`config.mk`:
```
export PLATFORM = sky130hd
export DESIGN_NAME = cgbe_div
export DESIGN_NICKNAME = d
export VERILOG_FILES = /design/src/rtl/core/cgbe_pkg.sv /design/src/rtl/core/cgbe_div.sv
export SDC_FILE = /design/constraint.sdc
export NUM_CORES = 2
export LEC_CHECK = 0
export ABC_CLOCK_PERIOD_IN_PS = 8500
export BUFFER_PORTS_ARGS = -buffer_cell sky130_fd_sc_hd__buf_2
export CAP_MARGIN = 5
export CORE_MARGIN = 5
export CORE_UTILIZATION = 55
export CTS_CLUSTER_DIAMETER = 80
export DETAILED_ROUTE_END_ITERATION = 10
export PLACE_DENSITY = 0.73
export SETUP_SLACK_MARGIN = 0.3
export SYNTH_ARGS = -nofsm -noshare
export SYNTH_HDL_FRONTEND = slang
export SYNTH_SLANG_ARGS = --single-unit
```
`constraint.sdc`:
```
create_clock -name clock -period 8.5 [get_ports clock]
set_input_delay 1.7 -clock clock [delete_from_list [all_inputs] [get_ports clock]]
set_output_delay 1.7 -clock clock [all_outputs]
set_load 0.02 [all_outputs]
```
`src/rtl/core/cgbe_pkg.sv`:
```
package cgbe_pkg;

   localparam int MAX_DEGREE = 3;
   localparam int COEF_BITS  = 16;

   localparam int LANE_W  = 16;
   localparam int N_LANES = 4;
   localparam int CSR_W   = LANE_W * N_LANES;
   localparam int IDX_W   = 3;
   localparam int DEG_W   = 2;
   localparam int VAL_W   = 16;
   localparam int DENS_W  = 16;

   localparam int FRAC_W = 16;
   localparam int P_W    = COEF_BITS + FRAC_W;
   localparam int T_W    = FRAC_W + 1;
   localparam logic [T_W-1:0] T_ONE = T_W'(1 << FRAC_W);

   localparam int A_W     = 2 * FRAC_W + 1;
   localparam int B_W     = P_W;
   localparam int Z_LIMIT = 6;
   localparam int DIV_PRE = 3;
   localparam int DIV_STEPS     = FRAC_W + 1 + DIV_PRE;
   localparam int DIV_PER_STAGE = 2;
   localparam int DIV_STAGES    = DIV_STEPS / DIV_PER_STAGE;
   localparam int R_W = DIV_STEPS - 1;

   localparam int Q_SHIFT      = FRAC_W + 1;
   localparam int N_W          = 5;
   localparam int EXP_MAX_N    = 17;
   localparam int TAYLOR_TERMS = 10;
   localparam int TK_W         = $clog2(TAYLOR_TERMS + 1);
   localparam int TERM_W       = 2 * FRAC_W;
   localparam int SUM_W        = TERM_W + 2;
   localparam int V_W          = TERM_W + 1;
   localparam logic [SUM_W-1:0] ONE_Q32 = SUM_W'(64'h1_0000_0000);
   localparam logic [30:0] EXP_M1 = 31'd1580030169;
   localparam logic [31:0] HALF_Q32 = 32'h8000_0000;

   localparam logic [CSR_W-1:0] SIGMA_RESET = 64'h0100_0100_0100_0100;
   localparam logic [15:0] RECIP_RESET = 16'd256;

   typedef enum logic [IDX_W-1:0] {
      CSR_MEAN_COEFS   = 3'd0,
      CSR_SIGMA_COEFS  = 3'd1,
      CSR_MEAN_DEGREE  = 3'd2,
      CSR_SIGMA_DEGREE = 3'd3,
      CSR_Y_LOW        = 3'd4,
      CSR_Y_SPAN_RECIP = 3'd5
   } csr_idx_type;

   typedef struct packed {
      logic [CSR_W-1:0]        mean_coefs;
      logic [CSR_W-1:0]        sigma_coefs;
      logic [DEG_W-1:0]        mean_degree;
      logic [DEG_W-1:0]        sigma_degree;
      logic signed [VAL_W-1:0] y_low;
      logic [15:0]             y_span_recip;
   } cfg_type;

   typedef struct packed {
      logic [DENS_W-1:0] density;
      logic              zero_width;
   } rsp_type;

   typedef struct packed {
      logic [FRAC_W-1:0] f;
      logic [N_W-1:0]    n;
      logic              zero;
      logic              far;
   } side_type;

   function automatic logic signed [P_W-1:0] lane_coef(input logic [CSR_W-1:0] r,
                                                       input int k);
      logic [COEF_BITS-1:0] c;
      c = r[LANE_W*k +: COEF_BITS];
      return $signed({c, {FRAC_W{1'b0}}});
   endfunction

   function automatic logic signed [P_W-1:0] lerp(input logic signed [P_W-1:0] p0,
                                                  input logic signed [P_W-1:0] p1,
                                                  input logic [T_W-1:0] t);
      logic signed [T_W:0]        ss;
      logic signed [T_W:0]        ts;
      logic signed [P_W+T_W+1:0]  acc;
      ss  = $signed({1'b0, T_ONE - t});
      ts  = $signed({1'b0, t});
      acc = p0 * ss + p1 * ts + $signed((P_W+T_W+2)'(1 << (FRAC_W - 1)));
      return P_W'(acc >>> FRAC_W);
   endfunction

endpackage

```
`src/rtl/core/cgbe_div.sv`:
```
module cgbe_div (
   input  logic                       clock,
   input  logic                       reset,
   input  logic                       en,
   input  logic                       in_valid,
   input  logic [cgbe_pkg::A_W-1:0]   in_a,
   input  logic [cgbe_pkg::B_W-1:0]   in_b,
   input  logic                       in_zero,
   input  logic                       in_far,
   output logic                       out_valid,
   output logic [cgbe_pkg::R_W-1:0]   out_r,
   output logic                       out_zero,
   output logic                       out_far
);
   import cgbe_pkg::*;

   logic                 v_ff    [0:DIV_STAGES-1];
   logic [B_W-1:0]       rem_ff  [0:DIV_STAGES-1];
   logic [B_W-1:0]       b_ff    [0:DIV_STAGES-1];
   logic [DIV_STEPS-1:0] bits_ff [0:DIV_STAGES-1];
   logic [DIV_STEPS-1:0] quo_ff  [0:DIV_STAGES-1];
   logic                 zero_ff [0:DIV_STAGES-1];
   logic                 far_ff  [0:DIV_STAGES-1];

   for (genvar s = 0; s < DIV_STAGES; s++) begin : g_st
      logic                 vi;
      logic [B_W-1:0]       rem_i;
      logic [B_W-1:0]       b_i;
      logic [DIV_STEPS-1:0] bits_i;
      logic [DIV_STEPS-1:0] quo_i;
      logic                 zero_i;
      logic                 far_i;
      logic [B_W-1:0]       rem_o;
      logic [DIV_STEPS-1:0] bits_o;
      logic [DIV_STEPS-1:0] quo_o;
      logic [B_W:0]         r2;

      if (s == 0) begin : g_first
         assign vi     = in_valid;
         assign rem_i  = B_W'(in_a >> DIV_PRE);
         assign b_i    = in_b;
         assign bits_i = {in_a[DIV_PRE-1:0], {(DIV_STEPS-DIV_PRE){1'b0}}};
         assign quo_i  = '0;
         assign zero_i = in_zero;
         assign far_i  = in_far;
      end else begin : g_next
         assign vi     = v_ff[s-1];
         assign rem_i  = rem_ff[s-1];
         assign b_i    = b_ff[s-1];
         assign bits_i = bits_ff[s-1];
         assign quo_i  = quo_ff[s-1];
         assign zero_i = zero_ff[s-1];
         assign far_i  = far_ff[s-1];
      end

      always_comb begin
         rem_o  = rem_i;
         bits_o = bits_i;
         quo_o  = quo_i;
         r2     = '0;
         for (int j = 0; j < DIV_PER_STAGE; j++) begin
            r2     = {rem_o, bits_o[DIV_STEPS-1]};
            bits_o = bits_o << 1;
            if (r2 >= {1'b0, b_i}) begin
               rem_o = B_W'(r2 - {1'b0, b_i});
               quo_o = {quo_o[DIV_STEPS-2:0], 1'b1};
            end else begin
               rem_o = B_W'(r2);
               quo_o = {quo_o[DIV_STEPS-2:0], 1'b0};
            end
         end
      end

      always_ff @(posedge clock) begin
         if (reset) begin
            v_ff[s] <= 1'b0;
         end else if (en) begin
            v_ff[s] <= vi;
         end
      end

      always_ff @(posedge clock) begin
         if (en) begin
            rem_ff[s]  <= rem_o;
            b_ff[s]    <= b_i;
            bits_ff[s] <= bits_o;
            quo_ff[s]  <= quo_o;
            zero_ff[s] <= zero_i;
            far_ff[s]  <= far_i;
         end
      end
   end

   assign out_valid = v_ff[DIV_STAGES-1];
   assign out_r     = quo_ff[DIV_STAGES-1][DIV_STEPS-1:1];
   assign out_zero  = zero_ff[DIV_STAGES-1];
   assign out_far   = far_ff[DIV_STAGES-1];

endmodule

```
==> run_summary.xml <==
<?xml version="1.0" encoding="UTF-8"?>
<metrics>
  <group name="logic_synthesis">
    <metric name="synthFlopType" unit="">edfxtp_1</metric>
    <metric name="syn-num-nets" unit="">6810</metric>
    <metric name="synth.mux.area_fraction" unit="">0.0663</metric>
    <metric name="synth.yosys.seq_area_share" unit="">0.366</metric>
    <metric name="synth-async-reset-ratio" unit="">0</metric>
    <metric name="synth.avg_cell_area" unit="um^2">9.60</metric>
    <metric name="adder_and_majority_gate_portion_of_the_synthesized_area" unit="">0.131</metric>
    <metric name="synth-edff-count" unit="">716</metric>
    <metric name="yosys_warnings" unit="">0</metric>
    <metric name="synth_xor_xnor_area_share" unit="">0.0698</metric>
    <metric name="synth_top_family_by_area" unit="">compound AO/OA/AOI/OAI gates</metric>
    <metric name="synth_cells" unit="">6129</metric>
    <metric name="ys_types" unit="">97</metric>
    <metric name="syn-cell-area" unit="um^2">58800</metric>
    <metric name="ys_ff_latch" unit="">716</metric>
    <metric name="synth_compound_gate_area_share" unit="">0.203</metric>
    <metric name="synth-simple-area-share" unit="">0.121</metric>
    <metric name="ys_top_cells_by_area" unit="">edfxtp_1 (37%), ha_1 (13%), mux2_2 (5.5%)</metric>
    <metric name="synth_top_cell_area_share" unit="">0.366</metric>
    <metric name="netlist.top_cell.by_area" unit="">edfxtp_1</metric>
  </group>
  <group name="grt">
    <metric name="grt_first_pass_wirelength" unit="um">249000</metric>
    <metric name="number_of_global_route_vias_before_repair" unit="">47700</metric>
    <metric name="grt_max_degree" unit="">163</metric>
    <metric name="globalRouteOverflowTotal" unit="">0</metric>
    <metric name="gr_util_all_layers" unit="">0.277</metric>
    <metric name="grt_antenna_before_repair" unit="">0</metric>
  </group>
  <group name="routing">
    <metric name="postRouteAntennaNets" unit="">0</metric>
    <metric name="drc" unit="">0</metric>
    <metric name="first_pass_iters" unit="">6</metric>
    <metric name="vias" unit="">46800</metric>
    <metric name="routedWlPerCell" unit="um">20.9</metric>
    <metric name="wl" unit="um">160000</metric>
    <metric name="viasPerCell" unit="">6.09</metric>
    <metric name="drt_iter0_drc" unit="">2429</metric>
  </group>
  <group name="clock_network">
    <metric name="post_cts_hold_buffer_count" unit="">0</metric>
    <metric name="h-tree-depth" unit="">3</metric>
    <metric name="postCtsResizedCells" unit="">0</metric>
    <metric name="post_cts.repair.setup_buffers" unit="">0</metric>
    <metric name="cts_tree" unit="">yes</metric>
    <metric name="cts-buffers-inserted" unit="">85</metric>
    <metric name="clock-sinks" unit="">716</metric>
    <metric name="cts.reportedPaths.clkPinSlew" unit="ns">0.06</metric>
    <metric name="clock_tree.buffer_depth" unit="">3</metric>
    <metric name="clk_root_buffer_cell" unit="">clkbuf_16</metric>
    <metric name="insertion_delay" unit="ns">0.69</metric>
  </group>
  <group name="status">
    <metric name="outcome" unit="">finished clean</metric>
  </group>
  <group name="critical_path">
    <metric name="crit_path_end_kind" unit="">flop</metric>
    <metric name="worst-setup-path-type" unit="">reg2reg</metric>
    <metric name="r2r_slack" unit="ns">1.03</metric>
    <metric name="cp_cell_sequence" unit="">inv_1 -&gt; ha_1 -&gt; nor2b_1 -&gt; o31ai_1 -&gt; a31oi_1 -&gt; o2111ai_1 -&gt; a31oi_1 -&gt; o21ai_1 -&gt; o21ai_4 -&gt; mux2_2 -&gt; ha_1 -&gt; a21oi_1 -&gt; o21ai_0 -&gt; a221o_1 -&gt; a211oi_1 -&gt; o211ai_1 -&gt; a21o_1 -&gt; a21oi_1 -&gt; nand2b_1 -&gt; o2111ai_4 -&gt; mux2_2</metric>
    <metric name="worst-endpoint-arrival" unit="ns">7.89</metric>
    <metric name="worstPathMaxFanout" unit="">33</metric>
    <metric name="critPathBufInv" unit="">1</metric>
    <metric name="cp_max_delay_cell" unit="">o21ai_4</metric>
    <metric name="cpLargestDelayFamily" unit="">compound AO/OA/AOI/OAI gates</metric>
    <metric name="data_required_critical_path" unit="ns">8.92</metric>
    <metric name="critPathMaxStageDelay" unit="ns">0.72</metric>
    <metric name="startpoint_type_of_the_worst_setup_path" unit="">flop</metric>
  </group>
  <group name="flow_run">
    <metric name="max-cap-violations" unit="">0</metric>
  </group>
  <group name="timing">
    <metric name="finalWorstPathRequiredPeriod" unit="ns">7.47</metric>
    <metric name="final_hold_viol_count" unit="">0</metric>
    <metric name="setup_violations" unit="">0</metric>
    <metric name="grt_setup_unrepaired" unit="">no</metric>
    <metric name="achievable-frequency" unit="GHz">0.134</metric>
    <metric name="worst_slew_pin_slew" unit="ns">1.24</metric>
    <metric name="finClkSkew" unit="ns">0.0430</metric>
    <metric name="finalSetupTns" unit="ns">0</metric>
    <metric name="report.final.slew_viol_count" unit="">0</metric>
    <metric name="post-route-period-util" unit="">0.879</metric>
    <metric name="relSlewSlack" unit="">0.160</metric>
    <metric name="hold_slack" unit="ns">0.417</metric>
  </group>
  <group name="final_layout">
    <metric name="final_core_util" unit="">0.598</metric>
    <metric name="ant_cells" unit="">0</metric>
    <metric name="commonest_cells_after_routing_fill_and_taps_aside" unit="">edfxtp_1 (716), ha_1 (599), a21oi_1 (591)</metric>
    <metric name="final_layout_size_suffix_gt1_frac" unit="">0.104</metric>
    <metric name="final_nets" unit="">6897</metric>
    <metric name="final.fill_count" unit="">9100</metric>
    <metric name="final_common_cell" unit="">edfxtp_1</metric>
    <metric name="synthToLayoutAreaGrowth" unit="%">8.44</metric>
    <metric name="finish.instance_area" unit="um^2">63800</metric>
  </group>
  <group name="die">
    <metric name="die_area" unit="um^2">114000</metric>
    <metric name="chip_width" unit="um">337</metric>
    <metric name="io-pin-count" unit="">93</metric>
    <metric name="core" unit="um^2">107000</metric>
    <metric name="fp-row-count" unit="">120</metric>
    <metric name="start_util" unit="">0.552</metric>
    <metric name="die_height" unit="um">337</metric>
  </group>
  <group name="placed_design">
    <metric name="gp_congestion" unit="">0.993</metric>
    <metric name="post_dp_cell_area" unit="um^2">61000</metric>
    <metric name="dp_hpwl" unit="um">128000</metric>
    <metric name="numPortBuffers" unit="">92</metric>
  </group>
  <group name="hold_path">
    <metric name="hold_class" unit="">reg2reg</metric>
  </group>
</metrics>
==> state kept, by name, summed over array words and instances, names as in the netlist <==
| register | flops |
|---|---|
| v_ff | 10 |
| zero_ff | 10 |
| far_ff | 10 |
| quo_ff | 109 |
| b_ff | 288 |
| bits_ff | 1 |
| rem_ff | 288 |
==> per-stage QoR <==
stage / worst slack, ns / cells
final: 1.03 / 7687
after global routing: 0.719 / 7687
after CTS: 1.11 / 7687
after detailed placement: 0.593 / 7532
after global placement: 0.562 / 7532
after floorplan: 1.65 / 6129
==> cell usage after synthesis (all sizes together) (16+ instances only) <==
library cell and instances:
a2111oi 19, a211o 16, a211oi 71, a21boi 21, a21o 252, a21oi 593
a221oi 19, a31oi 63, and2 40, and3 41, and4 23, buf 56
clkbuf 100, edfxtp 716, ha 599, inv 485, mux2 332, mux2i 16
nand2 377, nand2b 64, nand3 136, nand4 88, nor2 431, nor2b 78
nor3 102, nor4 30, o211ai 36, o21a 95, o21ai 371, o21bai 84
o31ai 40, or2 21, or3 26, xnor2 321, xor2 148
==> final timing paths <==
kind	start	end	depth (start not counted)
setup / recovery	b_ff[6][1]$_DFFE_PP_	rem_ff[7][2]$_DFFE_PP_	21
hold reg to reg	far_ff[1]$_DFFE_PP_	far_ff[2]$_DFFE_PP_	0
setup reg to reg	b_ff[6][1]$_DFFE_PP_	rem_ff[7][2]$_DFFE_PP_	21
hold / removal	far_ff[1]$_DFFE_PP_	far_ff[2]$_DFFE_PP_	0
==> metal layers <==
metal | vias up | track usage | share of wire
li1 | 23000 | - | -
met1 | 22100 | 0.261 | 0.35
met2 | 1170 | 0.534 | 0.52
met3 | 541 | 0.0326 | 0.032
met4 | 0 | 0.225 | 0.096
met5 | - | 0 | 0
==> cells by family (layout without fill, tap and decap cells) <==
kind of cell	after synthesis	in the layout
buffers and inverters	641	796
AND/OR/NAND/NOR	1491	1491
adder cells (fa/ha/maj)	610	610
flip-flops	716	716
XOR/XNOR	469	469
multiplexers	348	348
AO/OA/AOI/OAI	1854	1854
==> area by class of cell <==
type,count,area (um^2),share of cell area
Inverter,485,1820,0.0285
Clock buffer,99,2180,0.0342
Clock inverter,56,623,0.00977
Timing Repair Buffer,156,1030,0.0161
Sequential cell,716,21500,0.337
Multi-Input combinational cell,4772,34900,0.547
Tap cell,1403,1760,0.0275
Power is not shown: default switching activity piles up to over one toggle a cycle in this logic, so the estimate is an artifact.
