**src/rtl/core/cgbe_pkg.sv**
```systemverilog
package cgbe_pkg;

   localparam int MAX_DEGREE = 3;
   localparam int COEF_BITS  = 16;

   localparam int LANE_W  = 16;
   localparam int N_LANES = 4;
   localparam int CSR_W   = LANE_W * N_LANES;
   localparam int IDX_W   = 3;
   localparam int DEG_W   = 2;
   localparam int VAL_W   = 16;
   localparam int DENS_W  = 16;

   localparam int FRAC_W = 16;
   localparam int P_W    = COEF_BITS + FRAC_W;
   localparam int T_W    = FRAC_W + 1;
   localparam logic [T_W-1:0] T_ONE = T_W'(1 << FRAC_W);

   localparam int A_W     = 2 * FRAC_W + 1;
   localparam int B_W     = P_W;
   localparam int Z_LIMIT = 6;
   localparam int DIV_PRE = 3;
   localparam int DIV_STEPS     = FRAC_W + 1 + DIV_PRE;
   localparam int DIV_PER_STAGE = 2;
   localparam int DIV_STAGES    = DIV_STEPS / DIV_PER_STAGE;
   localparam int R_W = DIV_STEPS - 1;

   localparam int Q_SHIFT      = FRAC_W + 1;
   localparam int N_W          = 5;
   localparam int EXP_MAX_N    = 17;
   localparam int TAYLOR_TERMS = 10;
   localparam int TK_W         = $clog2(TAYLOR_TERMS + 1);
   localparam int TERM_W       = 2 * FRAC_W;
   localparam int SUM_W        = TERM_W + 2;
   localparam int V_W          = TERM_W + 1;
   localparam logic [SUM_W-1:0] ONE_Q32 = SUM_W'(64'h1_0000_0000);
   localparam logic [30:0] EXP_M1 = 31'd1580030169;
   localparam logic [31:0] HALF_Q32 = 32'h8000_0000;

   localparam logic [CSR_W-1:0] SIGMA_RESET = 64'h0100_0100_0100_0100;
   localparam logic [15:0] RECIP_RESET = 16'd256;

   typedef enum logic [IDX_W-1:0] {
      CSR_MEAN_COEFS   = 3'd0,
      CSR_SIGMA_COEFS  = 3'd1,
      CSR_MEAN_DEGREE  = 3'd2,
      CSR_SIGMA_DEGREE = 3'd3,
      CSR_Y_LOW        = 3'd4,
      CSR_Y_SPAN_RECIP = 3'd5
   } csr_idx_type;

   typedef struct packed {
      logic [CSR_W-1:0]        mean_coefs;
      logic [CSR_W-1:0]        sigma_coefs;
      logic [DEG_W-1:0]        mean_degree;
      logic [DEG_W-1:0]        sigma_degree;
      logic signed [VAL_W-1:0] y_low;
      logic [15:0]             y_span_recip;
   } cfg_type;

   typedef struct packed {
      logic [DENS_W-1:0] density;
      logic              zero_width;
   } rsp_type;

   typedef struct packed {
      logic [FRAC_W-1:0] f;
      logic [N_W-1:0]    n;
      logic              zero;
      logic              far;
   } side_type;

   function automatic logic signed [P_W-1:0] lane_coef(input logic [CSR_W-1:0] r,
                                                       input int k);
      logic [COEF_BITS-1:0] c;
      c = r[LANE_W*k +: COEF_BITS];
      return $signed({c, {FRAC_W{1'b0}}});
   endfunction

   function automatic logic signed [P_W-1:0] lerp(input logic signed [P_W-1:0] p0,
                                                  input logic signed [P_W-1:0] p1,
                                                  input logic [T_W-1:0] t);
      logic signed [T_W:0]        ss;
      logic signed [T_W:0]        ts;
      logic signed [P_W+T_W+1:0]  acc;
      ss  = $signed({1'b0, T_ONE - t});
      ts  = $signed({1'b0, t});
      acc = p0 * ss + p1 * ts + $signed((P_W+T_W+2)'(1 << (FRAC_W - 1)));
      return P_W'(acc >>> FRAC_W);
   endfunction

endpackage

```
**src/rtl/core/cgbe_if.sv**
```systemverilog


interface cgbe_csr_if;
   import cgbe_pkg::*;
   logic             valid;
   logic             ready;
   logic [IDX_W-1:0] index;
   logic [CSR_W-1:0] wdata;
   modport source (output valid, index, wdata, input ready);
   modport sink (input valid, index, wdata, output ready);
endinterface

```
**src/rtl/core/cgbe_csr.sv**
```systemverilog
module cgbe_csr (
   input  logic              clock,
   input  logic              reset,
   cgbe_csr_if.sink          csr_if,
   output cgbe_pkg::cfg_type cfg
);
   import cgbe_pkg::*;

   cfg_type cfg_ff;

   assign csr_if.ready = 1'b1;
   assign cfg = cfg_ff;

   always_ff @(posedge clock) begin
      if (reset) begin
         cfg_ff.mean_coefs   <= '0;
         cfg_ff.sigma_coefs  <= SIGMA_RESET;
         cfg_ff.mean_degree  <= '0;
         cfg_ff.sigma_degree <= '0;
         cfg_ff.y_low        <= '0;
         cfg_ff.y_span_recip <= RECIP_RESET;
      end else if (csr_if.valid) begin
         unique case (csr_idx_type'(csr_if.index))
            CSR_MEAN_COEFS:   cfg_ff.mean_coefs   <= csr_if.wdata;
            CSR_SIGMA_COEFS:  cfg_ff.sigma_coefs  <= csr_if.wdata;
            CSR_MEAN_DEGREE:  cfg_ff.mean_degree  <= csr_if.wdata[DEG_W-1:0];
            CSR_SIGMA_DEGREE: cfg_ff.sigma_degree <= csr_if.wdata[DEG_W-1:0];
            CSR_Y_LOW:        cfg_ff.y_low        <= $signed(csr_if.wdata[VAL_W-1:0]);
            CSR_Y_SPAN_RECIP: cfg_ff.y_span_recip <= csr_if.wdata[15:0];
            default: ;
         endcase
      end
   end

endmodule

```
**src/flat_wrapper.sv**
```systemverilog
// flat-port wrapper written by rule: the top's interface ports become plain ports
module cgbe_csr_flat import cgbe_pkg::*;
  (clock, reset, cfg, csr_if_valid, csr_if_index, csr_if_wdata, csr_if_ready);
  cgbe_csr_if csr_if_i ();
  input  logic clock;
  input  logic reset;
  output cgbe_pkg::cfg_type cfg;
  input wire logic [$bits(csr_if_i.valid)-1:0] csr_if_valid;
  input wire logic [$bits(csr_if_i.index)-1:0] csr_if_index;
  input wire logic [$bits(csr_if_i.wdata)-1:0] csr_if_wdata;
  output wire logic [$bits(csr_if_i.ready)-1:0] csr_if_ready;
  assign csr_if_i.valid = csr_if_valid;
  assign csr_if_i.index = csr_if_index;
  assign csr_if_i.wdata = csr_if_wdata;
  assign csr_if_ready = csr_if_i.ready;
  cgbe_csr u_core (.clock(clock), .reset(reset), .csr_if(csr_if_i), .cfg(cfg));
endmodule
```
**config.mk**
```make
export PLATFORM = sky130hd
export DESIGN_NAME = cgbe_csr_flat
export DESIGN_NICKNAME = d
export VERILOG_FILES = /design/src/rtl/core/cgbe_pkg.sv /design/src/rtl/core/cgbe_if.sv /design/src/rtl/core/cgbe_csr.sv /design/src/flat_wrapper.sv
export SDC_FILE = /design/constraint.sdc
export NUM_CORES = 1
export LEC_CHECK = 0
export ABC_AREA = 1
export BUFFER_PORTS_ARGS = -buffer_cell sky130_fd_sc_hd__buf_2
export CAP_MARGIN = 40
export CORE_MARGIN = 10
export CORE_UTILIZATION = 46
export CTS_BUF_LIST = sky130_fd_sc_hd__clkbuf_8
export DETAILED_ROUTE_END_ITERATION = 10
export PLACE_DENSITY = 0.88
export SYNTH_ARGS = -nofsm -noshare
export SYNTH_HDL_FRONTEND = slang
export SYNTH_SLANG_ARGS = --single-unit
```
**constraint.sdc**
```tcl
create_clock -name clock -period 0.9 [get_ports clock]
set_input_delay 0.135 -clock clock [delete_from_list [all_inputs] [get_ports clock]]
set_output_delay 0.135 -clock clock [all_outputs]
set_load 0.02 [all_outputs]
```
==> out/metrics.json, run 1 <==
{
  "synth.area.top_cells": "sky130_fd_sc_hd__dfxtp_1 50%, sky130_fd_sc_hd__nor2_1 18%, sky130_fd_sc_hd__nand3_1 12%, sky130_fd_sc_hd__nand2_1 10%, sky130_fd_sc_hd__inv_1 3.9%",
  "rsz0062_at_grt": "yes",
  "yosys_synthesis_warning_count": 0,
  "period_minus_slack_ns": 1.065,
  "ant_nets": 0,
  "library_cell_with_the_largest_summed_area_after_synthesis": "sky130_fd_sc_hd__dfxtp_1",
  "path_buf_inv": 1,
  "grt_pass1_vias": 7094,
  "placementRows": 43,
  "synthesis.instances": 970,
  "largest_register_ffs": 164,
  "final-hold-violation-count": 0,
  "max-clock-path-buffers": 2,
  "floorplan.initialDensity_pct": 47.15,
  "critical_path.startpoint_type": "flop",
  "routabilityCongestion": 0.8676,
  "violated_checks": "negative setup slack",
  "final_core_util_pct": 73.18,
  "i_o_pin_count": 235,
  "tritoncts.num_buffers": 17,
  "timing.critical_path.cells": "buf_6",
  "clock_latency_on_the_worst_skew_pair_ns": 0.44,
  "drv_cap": 0,
  "power-per-cell-area_nw_per_um2": 1536,
  "layout_setup_ws_ns": -0.1654,
  "core-area_um2": 13990,
  "route.vias.total": 7358,
  "distinct_cell_type_count_of_the_synthesized_netlist": 14,
  "layout.cells.non_filler": 1432,
  "critical_path.max_stage_delay_ns": 0.37,
  "fin_nets": 1308,
  "post-synth-top-count-cell": "sky130_fd_sc_hd__nor2_1",
  "cp_data_required_time_ns": 0.76,
  "area_enclosed_by_the_die_boundary_um2": 19530,
  "critical_path.top_delay_family": "flip-flops",
  "worst_case_clock_skew_ns": 0,
  "reg2reg_setup_slack_ns": 0.04,
  "areaGrowthSynthToFinish_pct": 55.23,
  "hp-class": "in -> reg",
  "place.port_buffers": 233,
  "setup_viol": 164,
  "clk_root_buffer_cell": "sky130_fd_sc_hd__clkbuf_8",
  "period_share_pct": 118.4,
  "drt-total-wl_mm": 24.51,
  "proportion_of_netlist_area_held_by_the_largest_area_contributor_pct": 49.78,
  "combined_area_of_all_synthesized_cells_um2": 6595,
  "number_of_synthesized_register_bits": 164,
  "leakage_power_nw": 4.897,
  "grt-ovfl-total": 0,
  "async_flop_share_pct": 0,
  "synth_enable_flop_cells": 0,
  "dr.pass1.iters": 6,
  "critical_path_top_delay_cell": "sky130_fd_sc_hd__dfxtp_4",
  "number_of_drc_violations_after_detailed_routing_iteration_0": 634,
  "whs_ns": 0.02795,
  "globalRouteTotalUtil_pct": 23.79,
  "synth_flop_cell": "sky130_fd_sc_hd__dfxtp_1",
  "max_clock_freq_ghz": 0.9386,
  "arrival_ns": 0.93,
  "finalPower_w": 0.01572,
  "filler_cell_count": 954,
  "drive_above_1_share_pct": 40.45,
  "status": "finished, violations left",
  "detail_route.vias_per_cell": 5.138,
  "report.final.slew_viol_count": 0,
  "crit_path_end_kind": "primary output",
  "vdd_drop_max_uv": 1316,
  "postSynthNetCount": 1040,
  "detailedPlacementHpwl_mm": 14.74,
  "drc": 0,
  "fp.dieW_um": 139.7,
  "synth.cells.most_frequent": "323 x sky130_fd_sc_hd__nor2_1, 175 x sky130_fd_sc_hd__nand2_1, 164 x sky130_fd_sc_hd__dfxtp_1, 164 x sky130_fd_sc_hd__nand3_1, 69 x sky130_fd_sc_hd__inv_1",
  "die_y_um": 139.7,
  "cts.reportedPaths.clkPinSlew_ns": 0.08,
  "synth_seq_area_share_pct": 49.78,
  "clock_tree_from_tritoncts": "yes",
  "critical_path_class": "reg -> out",
  "post_synthesis_mean_instance_area_um2": 6.799,
  "place.detailed.instances": 1359,
  "clock_sink_count": 164,
  "ctsHtreeMaxLevel": 4,
  "antenna_violations_before_repair": 1,
  "post_drt_wl_per_cell_um": 17.11,
  "grt_first_pass_wirelength_mm": 38.05,
  "timing.critical_path.fanout_max": 2,
  "pre_cts_slack_ns": -0.2551,
  "grt_start_max_net_pins": 57
}
[per-stage QoR]
step                      cell area [um2]  TNS (ns)
after floorplan                      6623         0
after global placement               8269    -29.08
after detailed placement             8269    -34.07
after CTS                           10100    -26.32
after global routing                10240    -30.21
final                               10240    -21.94
[tightest hold or removal path: cells and delay by family]
kind | cells | cell delay (ns)
buffers and inverters | 2 | 0.11
and+or+nand+nor | 3 | 0.19
[cell usage in the layout, fill, tap and decap left out]
| master | Yosys | routed |
|---|---|---|
| sky130_fd_sc_hd__o21ai_0 | 1 | 1 |
| sky130_fd_sc_hd__nor2_2 | 3 | 2 |
| sky130_fd_sc_hd__dfxtp_2 | 0 | 163 |
| sky130_fd_sc_hd__buf_12 | 0 | 20 |
| sky130_fd_sc_hd__inv_6 | 0 | 1 |
| sky130_fd_sc_hd__nor2_4 | 2 | 5 |
| sky130_fd_sc_hd__buf_4 | 2 | 47 |
| sky130_fd_sc_hd__dlygate4sd3_1 | 0 | 15 |
| sky130_fd_sc_hd__dfxtp_4 | 0 | 1 |
| sky130_fd_sc_hd__nor2_1 | 323 | 321 |
| sky130_fd_sc_hd__bufinv_16 | 0 | 2 |
| sky130_fd_sc_hd__conb_1 | 1 | 1 |
| sky130_fd_sc_hd__buf_6 | 0 | 164 |
| sky130_fd_sc_hd__nand2_1 | 175 | 175 |
| sky130_fd_sc_hd__clkinv_4 | 0 | 3 |
| sky130_fd_sc_hd__buf_2 | 40 | 69 |
| sky130_fd_sc_hd__nand3_1 | 164 | 164 |
| sky130_fd_sc_hd__inv_1 | 69 | 68 |
| sky130_fd_sc_hd__clkinvlp_4 | 0 | 1 |
| sky130_fd_sc_hd__inv_2 | 2 | 2 |
| sky130_fd_sc_hd__clkinv_2 | 0 | 6 |
| sky130_fd_sc_hd__inv_4 | 0 | 1 |
| sky130_fd_sc_hd__diode_2 | 0 | 1 |
| sky130_fd_sc_hd__clkbuf_8 | 0 | 19 |
[cell type report]
| class | count | area [um2] | area share [%] |
|---|---|---|---|
| sequential | 164 | 3491 | 34.10 |
| timing repair buffer | 315 | 3095 | 30.24 |
| multi-input combinational | 669 | 2760 | 26.96 |
| inverter | 71 | 269.0 | 2.628 |
| clock buffer | 19 | 261.5 | 2.554 |
| tap | 180 | 225.2 | 2.200 |
| clock inverter | 13 | 132.6 | 1.296 |
| antenna | 1 | 2.502 | 0.02444 |
[power by group]
group          total [W]  internal, W  switching (W)
sequential       0.00775      0.00755       0.000199
combinational    0.00264      0.00117        0.00147
clock            0.00533      0.00261        0.00272
total             0.0157       0.0113        0.00439
[worst paths after layout]
check | depth (start not counted) | end | start
hold reg to reg | 2 | u_core.cfg[92]$_SDFFE_PP1P_ | u_core.cfg[92]$_SDFFE_PP1P_
hold / removal | 5 | u_core.cfg[137]$_SDFFE_PP0P_ | csr_if_wdata[37]
setup reg to reg | 4 | u_core.cfg[109]$_SDFFE_PP0P_ | u_core.cfg[109]$_SDFFE_PP0P_
setup / recovery | 1 | cfg[108] | u_core.cfg[108]$_SDFFE_PP0P_
[logic make-up (layout without fill, tap and decap cells)]
logic type      count (synthesis)  in the layout  synth area share (%)
flops                         164            164                 49.78
simple gates                  667            667                 41.42
compound gates                  1              1               0.07581
other cells                     1              2               0.05686
buf+inv                       137            418                 8.670
[metal layers]
layer | share of wire, % | routed length, um | track usage (%) | vias up
met3 | 8.9 | 2175 | 7.554 | 97
met1 | 36 | 8908 | 25.91 | 3330
li1 | - | - | - | 3504
met4 | 5.2 | 1266 | 14.08 | 0
met2 | 50 | 12160 | 39.69 | 427
met5 | 0 | 0 | 0 | -
[repair_timing]
action,4_1_cts,5_1_grt
hold buffers,15,0
pin swaps,0,0
gates resized for setup,492,1
hold endpoints to repair,19,0
cloned,0,0
endpoints found under the setup margin,164,164
buffers inserted,7,18
No activity file was read; power rests on OpenSTA's default activity.
==> run 2: changes to the inputs <==
- PLACE_DENSITY: 0.88 -> 0.78
==> run 2 against run 1 <==
Against the previous run: largest cell class unchanged; critical endpoint is now cfg[128]; critical path type unchanged; design area down 2.6%; routed wire length shrank 8.7%; sequential power is essentially flat; clock skew did not move; the run still ends with negative setup slack left; die area unchanged; combinational power down 5%; register-to-register slack gained 0.04 ns; global-route usage shrank 2.0 points.
==> out/metrics.json, run 2 (same netlist as run 1, synthesis figures left out) <==
{
  "post_drt_wl_per_cell": {"value": 15.96, "unit": "um", "change": "-6.8%"},
  "i_o_pin_count": {"value": 235, "change": "unchanged"},
  "layout_common_cells": "321 x sky130_fd_sc_hd__nor2_1, 175 x sky130_fd_sc_hd__nand2_1, 164 x sky130_fd_sc_hd__nand3_1, 164 x sky130_fd_sc_hd__buf_6, 164 x sky130_fd_sc_hd__dfxtp_2",
  "fp.dieW": {"value": 139.7, "unit": "um", "change": "unchanged"},
  "tritoncts.num_buffers": {"value": 17, "change": "unchanged"},
  "timing.critical_path.cells": "buf_6",
  "grt_start_max_net_pins": {"value": 60, "change": "+5.3%"},
  "timing.critical_path.fanout_max": {"value": 2, "change": "unchanged"},
  "violated_checks": "negative setup slack",
  "area_enclosed_by_the_die_boundary": {"value": 19530, "unit": "um2", "change": "unchanged"},
  "core-area": {"value": 13990, "unit": "um2", "change": "unchanged"},
  "critical_path.top_delay_family": "flip-flops",
  "fin_area": {"value": 9972, "unit": "um2", "change": "-2.6%"},
  "report.final.slew_viol_count": {"value": 0, "change": "unchanged"},
  "drc": {"value": 0, "change": "unchanged"},
  "clock_sink_count": {"value": 164, "change": "unchanged"},
  "drive_above_1_share": {"value": 39.36, "unit": "%", "change": "-1.1 points"},
  "ctsHtreeMaxLevel": {"value": 4, "change": "unchanged"},
  "placement_cell_area": {"value": 8177, "unit": "um2", "change": "-1.1%"},
  "largest_register_ffs": {"value": 164, "change": "unchanged"},
  "drt-total-wl": {"value": 22.37, "unit": "mm", "change": "-8.7%"},
  "fin_nets": {"value": 1283, "change": "-1.9%"},
  "period_minus_slack": {"value": 1.060, "unit": "ns", "change": "-0.005704 ns"},
  "globalRouteTotalUtil": {"value": 21.79, "unit": "%", "change": "-2.0 points"},
  "clock_latency_on_the_worst_skew_pair": {"value": 0.43, "unit": "ns", "change": "about the same"},
  "detailedPlacementHpwl": {"value": 14.41, "unit": "mm", "change": "-2.2%"},
  "worst_reg_to_reg_cells": {"value": 4, "change": "unchanged"},
  "pre_cts_slack": {"value": -0.2477, "unit": "ns", "change": "+0.007358 ns"},
  "arrival": {"value": 0.92, "unit": "ns", "change": "about the same"},
  "power-per-cell-area": {"value": 1540, "unit": "nW/um2", "change": "+0.27%"},
  "worst_case_clock_skew": {"value": 0, "unit": "ns", "change": "unchanged"},
  "final.setup.tns": {"value": -20.78, "unit": "ns", "change": "+1.158 ns"},
  "detail_route.vias_per_cell": {"value": 4.986, "change": "-3.0%"},
  "drv_cap": {"value": 0, "change": "unchanged"},
  "die_y": {"value": 139.7, "unit": "um", "change": "unchanged"},
  "grt_pass1_vias": {"value": 6779, "change": "-4.4%"},
  "setup_viol": {"value": 164, "change": "unchanged"},
  "max-clock-path-buffers": {"value": 2, "change": "unchanged"},
  "path_buf_inv": {"value": 1, "change": "unchanged"},
  "crit_path_end_kind": "primary output",
  "clock_tree_from_tritoncts": "yes",
  "number_of_drc_violations_after_detailed_routing_iteration_0": {"value": 492, "change": "-22%"},
  "hp-class": "in -> reg",
  "ant_nets": {"value": 0, "change": "unchanged"},
  "routabilityCongestion": {"value": 0.8015, "change": "-7.6%"},
  "status": "finished, violations left",
  "rsz0062_at_grt": "yes",
  "most_common_cell_after_layout_fill_and_taps_aside": "sky130_fd_sc_hd__nor2_1",
  "vdd_drop_max": {"value": 1192, "unit": "uV", "change": "-9.4%"},
  "floorplan.initialDensity": {"value": 47.15, "unit": "%", "change": "unchanged"},
  "grt_first_pass_wirelength": {"value": 35.18, "unit": "mm", "change": "-7.5%"},
  "critical_path.max_stage_delay": {"value": 0.37, "unit": "ns", "change": "about the same"},
  "cp_num_cells": {"value": 1, "change": "unchanged"},
  "areaGrowthSynthToFinish_pct": 51.20,
  "clk_root_buffer_cell": "sky130_fd_sc_hd__clkbuf_8",
  "antenna-diode-count": {"value": 0, "change": "-1"},
  "cp_data_required_time": {"value": 0.76, "unit": "ns", "change": "about the same"},
  "grt-ovfl-total": {"value": 0, "change": "unchanged"},
  "critical_path.startpoint_type": "flop",
  "final-hold-violation-count": {"value": 0, "change": "unchanged"},
  "leakage_power": {"value": 4.756, "unit": "nW", "change": "-2.9%"},
  "cts.reportedPaths.clkPinSlew": {"value": 0.08, "unit": "ns", "change": "about the same"},
  "worstHoldPathCells": {"value": 5, "change": "unchanged"},
  "dr.pass1.iters": {"value": 6, "change": "unchanged"},
  "antenna_violations_before_repair": {"value": 0, "change": "-1"},
  "layout_setup_ws": {"value": -0.1597, "unit": "ns", "change": "+0.005704 ns"},
  "filler_cell_count": {"value": 1039, "change": "+8.9%"},
  "place.port_buffers": {"value": 233, "change": "unchanged"},
  "critical_path_top_delay_cell": "sky130_fd_sc_hd__dfxtp_2",
  "max_clock_freq": {"value": 0.9437, "unit": "GHz", "change": "+0.54%"},
  "placementRows": {"value": 43, "change": "unchanged"},
  "critical_path_class": "reg -> out",
  "route.vias.total": {"value": 6990, "change": "-5.0%"},
  "period_share": {"value": 117.7, "unit": "%", "change": "-0.63 points"}
}
## run 2: changes by cell type in the layout (fill, tap and decap cells not counted), moves of 2 or more
| cell | change |
|---|---|
| sky130_fd_sc_hd__clkinv_2 | -4 |
| sky130_fd_sc_hd__buf_4 | -16 |
| sky130_fd_sc_hd__buf_12 | -2 |
| sky130_fd_sc_hd__dlygate4sd3_1 | -7 |
| sky130_fd_sc_hd__clkinv_4 | -3 |
| sky130_fd_sc_hd__inv_1 | +3 |
## run 2: cell type report
type	instances	area (um2)	area share, %
Sequential cell	164	3488	34.98
Timing Repair Buffer	290	2865	28.73
Multi-Input combinational cell	669	2760	27.68
Clock buffer	20	275.3	2.760
Inverter	71	269.0	2.698
Tap cell	180	225.2	2.258
Clock inverter	8	88.84	0.8908
## run 2: through the flow
step / hold slack, ns / util [%] / power (W) / instances
5_1_grt: 0.02460 / 71.29 / 0.01600 / 1402
3_3_place_gp: 0.3577 / 58.45 / 0.009877 / 1350
3_5_place_dp: 0.3629 / 58.45 / 0.009912 / 1350
4_1_cts: 0.001960 / 70.75 / 0.01537 / 1392
2_1_floorplan: 0.2482 / - / 0.009086 / 970
6_report: 0.03017 / 71.29 / 0.01535 / 1402
## run 2: final timing paths
path | from | slack [ns] | endpoint
worst max-delay path | u_core.cfg[128]$_SDFFE_PP0P_ | -0.16 | cfg[128]
worst min-delay path | csr_if_wdata[20] | 0.03 | u_core.cfg[120]$_SDFFE_PP0P_
worst max register to register | u_core.cfg[154]$_SDFFE_PP0P_ | 0.08 | u_core.cfg[154]$_SDFFE_PP0P_
worst min register to register | u_core.cfg[76]$_SDFFE_PP1P_ | 0.48 | u_core.cfg[76]$_SDFFE_PP1P_
## run 2: per-layer routing
metal | up-vias | GRT usage [%] | wire length, um
met1 | 3234 | 24.19 | 8688
met5 | - | 0 | 0
met3 | 37 | 7.452 | 1817
met2 | 271 | 38.11 | 11380
li1 | 3448 | - | -
met4 | 0 | 7.011 | 483
## run 2: timing repair
action	CTS	global route
hold endpoints to repair	8	0
setup endpoints to repair	164	164
hold buffers	8	0
setup buffers	6	10
pin swaps	0	0
resized for setup	492	0
## run 2: report_power, final
group,switching (W),internal (W)
Combinational,0.00141,0.00110
Sequential,0.000190,0.00755
Clock,0.00252,0.00259
## run 2: worst reg2reg max path, cell delays in order, from the launching register on
cell and delay, ns:
sky130_fd_sc_hd__dfxtp_2 0.34, sky130_fd_sc_hd__buf_4 0.12, sky130_fd_sc_hd__buf_4 0.12, sky130_fd_sc_hd__nor2_1 0.09, sky130_fd_sc_hd__nor2_1 0.05
==> run 3: changes to the inputs <==
- ABC_AREA: 1 -> unset
- CORE_UTILIZATION: 46 -> 47
- PLACE_DENSITY: 0.78 -> 0.79
- SLEW_MARGIN: unset -> 20
==> run 3 against run 2 <==
Against the previous run: the flow still finishes with violations (negative setup slack); clock skew stayed put; setup slack got worse by 0.017 ns; clock power up 5.5%; critical path depth unchanged; design area grew 12%; largest cell class is now buffers; sequential share of layout area is 3.6 points lower; die area fell by 0.51%; routed wire length up 7.8%.
==> out/metrics.json, run 3 <==
{
  "reg2reg_setup_slack": {"value": 0.03, "unit": "ns", "change": "-0.05 ns"},
  "period_minus_slack": {"value": 1.076, "unit": "ns", "change": "+0.01662 ns"},
  "fin_nets": {"value": 1061, "change": "-17%"},
  "leakage_power": {"value": 5.268, "unit": "nW", "change": "+11%"},
  "async_flop_share": {"value": 0, "unit": "%", "change": "unchanged"},
  "place.port_buffers": {"value": 233, "change": "unchanged"},
  "max-clock-path-buffers": {"value": 2, "change": "unchanged"},
  "cp_data_required_time": {"value": 0.76, "unit": "ns", "change": "about the same"},
  "report.final.slew_viol_count": {"value": 0, "change": "unchanged"},
  "i_o_pin_count": {"value": 235, "change": "unchanged"},
  "fp.dieW": {"value": 139.4, "unit": "um", "change": "-0.26%"},
  "area_enclosed_by_the_die_boundary": {"value": 19430, "unit": "um2", "change": "-0.51%"},
  "cts.reportedPaths.clkPinSlew": {"value": 0.10, "unit": "ns", "change": "+0.02 ns"},
  "synth.area.top_cells": "sky130_fd_sc_hd__dfxtp_1 49%, sky130_fd_sc_hd__mux2i_1 25%, sky130_fd_sc_hd__nand2b_1 21%, sky130_fd_sc_hd__clkbuf_1 1.3%, sky130_fd_sc_hd__buf_6 1.0%",
  "most_common_cell_after_layout_fill_and_taps_aside": "sky130_fd_sc_hd__nand2b_1",
  "arrival": {"value": 0.94, "unit": "ns", "change": "+0.02 ns"},
  "clock_tree_from_tritoncts": "yes",
  "combined_area_of_all_synthesized_cells": {"value": 6698, "unit": "um2", "change": "+1.6%"},
  "critical_path.max_stage_delay": {"value": 0.36, "unit": "ns", "change": "about the same"},
  "placement_cell_area": {"value": 8342, "unit": "um2", "change": "+2.0%"},
  "post_synthesis_mean_instance_area": {"value": 10.89, "unit": "um2", "change": "+60%"},
  "areaGrowthSynthToFinish_pct": 66.11,
  "worst_case_clock_skew": {"value": 0, "unit": "ns", "change": "unchanged"},
  "core-area": {"value": 13930, "unit": "um2", "change": "-0.38%"},
  "yosys_synthesis_warning_count": {"value": 0, "change": "unchanged"},
  "filler_cell_count": {"value": 719, "change": "-31%"},
  "detail_route.vias_per_cell": {"value": 4.928, "change": "-1.2%"},
  "grt_pass1_vias": {"value": 6231, "change": "-8.1%"},
  "post-synth-top-count-cell": "sky130_fd_sc_hd__nand2b_1",
  "critical_path_top_delay_cell": "sky130_fd_sc_hd__dfxtp_2",
  "proportion_of_netlist_area_held_by_the_largest_area_contributor": {"value": 49.02, "unit": "%", "change": "-0.76 points"},
  "vdd_drop_max": {"value": 1211, "unit": "uV", "change": "+1.6%"},
  "largest_register_ffs": {"value": 164, "change": "unchanged"},
  "distinct_cell_type_count_of_the_synthesized_netlist": {"value": 14, "change": "unchanged"},
  "dr.pass1.iters": {"value": 4, "change": "-2"},
  "grt_first_pass_wirelength": {"value": 34.66, "unit": "mm", "change": "-1.5%"},
  "status": "finished, violations left",
  "clk_root_buffer_cell": "sky130_fd_sc_hd__clkbuf_8",
  "tritoncts.num_buffers": {"value": 17, "change": "unchanged"},
  "grt_start_max_net_pins": {"value": 48, "change": "-20%"},
  "synth.cells.most_frequent": "223 x sky130_fd_sc_hd__nand2b_1, 164 x sky130_fd_sc_hd__dfxtp_1, 164 x sky130_fd_sc_hd__mux2i_1, 23 x sky130_fd_sc_hd__clkbuf_1, 11 x sky130_fd_sc_hd__buf_2",
  "crit_path_end_kind": "primary output",
  "synthesis.instances": {"value": 615, "change": "-37%"},
  "post_drt_wl_per_cell": {"value": 20.35, "unit": "um", "change": "+28%"},
  "critical_path.startpoint_type": "flop",
  "number_of_synthesized_register_bits": {"value": 164, "change": "unchanged"},
  "drive_above_1_share": {"value": 55.48, "unit": "%", "change": "+16 points"},
  "synth_flop_cell": "sky130_fd_sc_hd__dfxtp_1",
  "final-hold-violation-count": {"value": 0, "change": "unchanged"},
  "drv_cap": {"value": 0, "change": "unchanged"},
  "die_y": {"value": 139.4, "unit": "um", "change": "-0.26%"},
  "routabilityCongestion": {"value": 0.7567, "change": "-5.6%"},
  "critical_path_class": "reg -> out",
  "timing.critical_path.cells": "buf_6",
  "layout_common_cells": "221 x sky130_fd_sc_hd__nand2b_1, 168 x sky130_fd_sc_hd__buf_6, 164 x sky130_fd_sc_hd__dfxtp_2",
  "violated_checks": "negative setup slack",
  "synth_enable_flop_cells": {"value": 0, "change": "unchanged"},
  "globalRouteTotalUtil": {"value": 22.11, "unit": "%", "change": "+0.32 points"},
  "layout.cells.non_filler": {"value": 1185, "change": "-15%"},
  "drc": {"value": 0, "change": "unchanged"},
  "number_of_drc_violations_after_detailed_routing_iteration_0": {"value": 202, "change": "-59%"},
  "path_buf_inv": {"value": 1, "change": "unchanged"},
  "ant_nets": {"value": 0, "change": "unchanged"},
  "detailedPlacementHpwl": {"value": 13.14, "unit": "mm", "change": "-8.8%"},
  "drt-total-wl": {"value": 24.11, "unit": "mm", "change": "+7.8%"},
  "hp-class": "in -> reg",
  "route.vias.total": {"value": 5840, "change": "-16%"},
  "clock_latency_on_the_worst_skew_pair": {"value": 0.44, "unit": "ns", "change": "about the same"},
  "postSynthNetCount": {"value": 685, "change": "-34%"},
  "antenna_violations_before_repair": {"value": 1, "change": "+1"},
  "power-per-cell-area": {"value": 1348, "unit": "nW/um2", "change": "-12%"},
  "layout_setup_ws": {"value": -0.1763, "unit": "ns", "change": "-0.01662 ns"},
  "ctsHtreeMaxLevel": {"value": 4, "change": "unchanged"},
  "synth_seq_area_share": {"value": 49.02, "unit": "%", "change": "-0.76 points"},
  "floorplan.initialDensity": {"value": 48.07, "unit": "%", "change": "+0.92 points"},
  "period_share": {"value": 119.6, "unit": "%", "change": "+1.8 points"},
  "setup_viol": {"value": 166, "change": "+1.2%"},
  "rsz0062_at_grt": "yes",
  "library_cell_with_the_largest_summed_area_after_synthesis": "sky130_fd_sc_hd__dfxtp_1",
  "clock_sink_count": {"value": 164, "change": "unchanged"},
  "placementRows": {"value": 43, "change": "unchanged"},
  "final_core_util": {"value": 79.84, "unit": "%", "change": "+8.6 points"},
  "max_clock_freq": {"value": 0.9291, "unit": "GHz", "change": "-1.5%"},
  "fin_area": {"value": 11130, "unit": "um2", "change": "+12%"},
  "critical_path.top_delay_family": "flip-flops",
  "timing.critical_path.fanout_max": {"value": 2, "change": "unchanged"},
  "place.detailed.instances": {"value": 1023, "change": "-24%"},
  "grt-ovfl-total": {"value": 0, "change": "unchanged"}
}
==> run 3: changes by cell type after synthesis, moves of 11 or more <==
| cell | before | now |
|---|---|---|
| sky130_fd_sc_hd__nand2b_1 | 0 | 223 |
| sky130_fd_sc_hd__nor2_1 | 323 | 9 |
| sky130_fd_sc_hd__buf_1 | 11 | 0 |
| sky130_fd_sc_hd__nand2_1 | 175 | 0 |
| sky130_fd_sc_hd__mux2i_1 | 0 | 164 |
| sky130_fd_sc_hd__buf_2 | 40 | 11 |
| sky130_fd_sc_hd__nand3_1 | 164 | 0 |
| sky130_fd_sc_hd__inv_1 | 69 | 0 |
==> run 3: final timing paths <==
path / end / depth (start not counted) / startpoint
setup / recovery: cfg[30] / 1 / u_core.cfg[30]$_SDFFE_PP0P_
hold / removal: u_core.cfg[23]$_SDFFE_PP0P_ / 3 / csr_if_wdata[7]
setup reg to reg: u_core.cfg[48]$_SDFFE_PP0P_ / 4 / u_core.cfg[48]$_SDFFE_PP0P_
hold reg to reg: u_core.cfg[131]$_SDFFE_PP0P_ / 2 / u_core.cfg[131]$_SDFFE_PP0P_
==> run 3: routing by layer <==
| metal | GRT usage [%] | up-vias | part of all wire, % |
|---|---|---|---|
| li1 | - | 2779 | - |
| met5 | 0 | - | 0 |
| met4 | 9.445 | 0 | 2.9 |
| met2 | 40.28 | 200 | 54 |
| met1 | 22.82 | 2811 | 37 |
| met3 | 6.805 | 50 | 6.3 |
==> run 3: timing repair <==
| item | 4_1_cts | 5_1_grt |
|---|---|---|
| setup buffers | 30 | 46 |
| hold endpoints to repair | 106 | 0 |
| hold buffers | 51 | 0 |
| pin swaps | 0 | 1 |
| setup endpoints to repair | 164 | 177 |
| gates cloned | 0 | 2 |
| resized for setup | 492 | 9 |
==> run 3: logic make-up (layout without fill, tap and decap cells) <==
kind of cell / after synthesis / after routing / synth area share [%]
buffers and inverters: 46 / 435 / 3.792
DFF: 164 / 164 / 49.02
other: 1 / 2 / 0.05599
and+or+nand+nor: 240 / 240 / 22.62
muxes: 164 / 164 / 24.51
==> run 3: final cells by class <==
class,instances,area [um2],area share [%]
Timing Repair Buffer,403,3801,34.17
Sequential cell,164,3488,31.35
Multi-Input combinational cell,405,3218,28.92
Clock buffer,17,234.0,2.103
Tap cell,180,225.2,2.024
Clock inverter,15,156.4,1.406
Antenna cell,1,2.502,0.02249
==> run 3: stage by stage <==
step	power, W	hold slack (ns)	setup slack [ns]	TNS [ns]
after floorplan	0.008531	0.2898	-0.1593	-5.485
after detailed placement	0.009135	0.4201	-0.3731	-44.06
after CTS	0.01487	0.0003992	-0.1944	-28.36
after global routing	0.01544	0.03270	-0.2194	-30.40
after global placement	0.009116	0.4097	-0.3062	-39.61
final	0.01499	0.03302	-0.1763	-24.46
==> run 3: power by group <==
| group | switching (W) | internal [W] | total, W |
|---|---|---|---|
| Clock | 0.00291 | 0.00248 | 0.00539 |
| Combinational | 0.000908 | 0.00113 | 0.00203 |
| Sequential | 0.000132 | 0.00744 | 0.00757 |
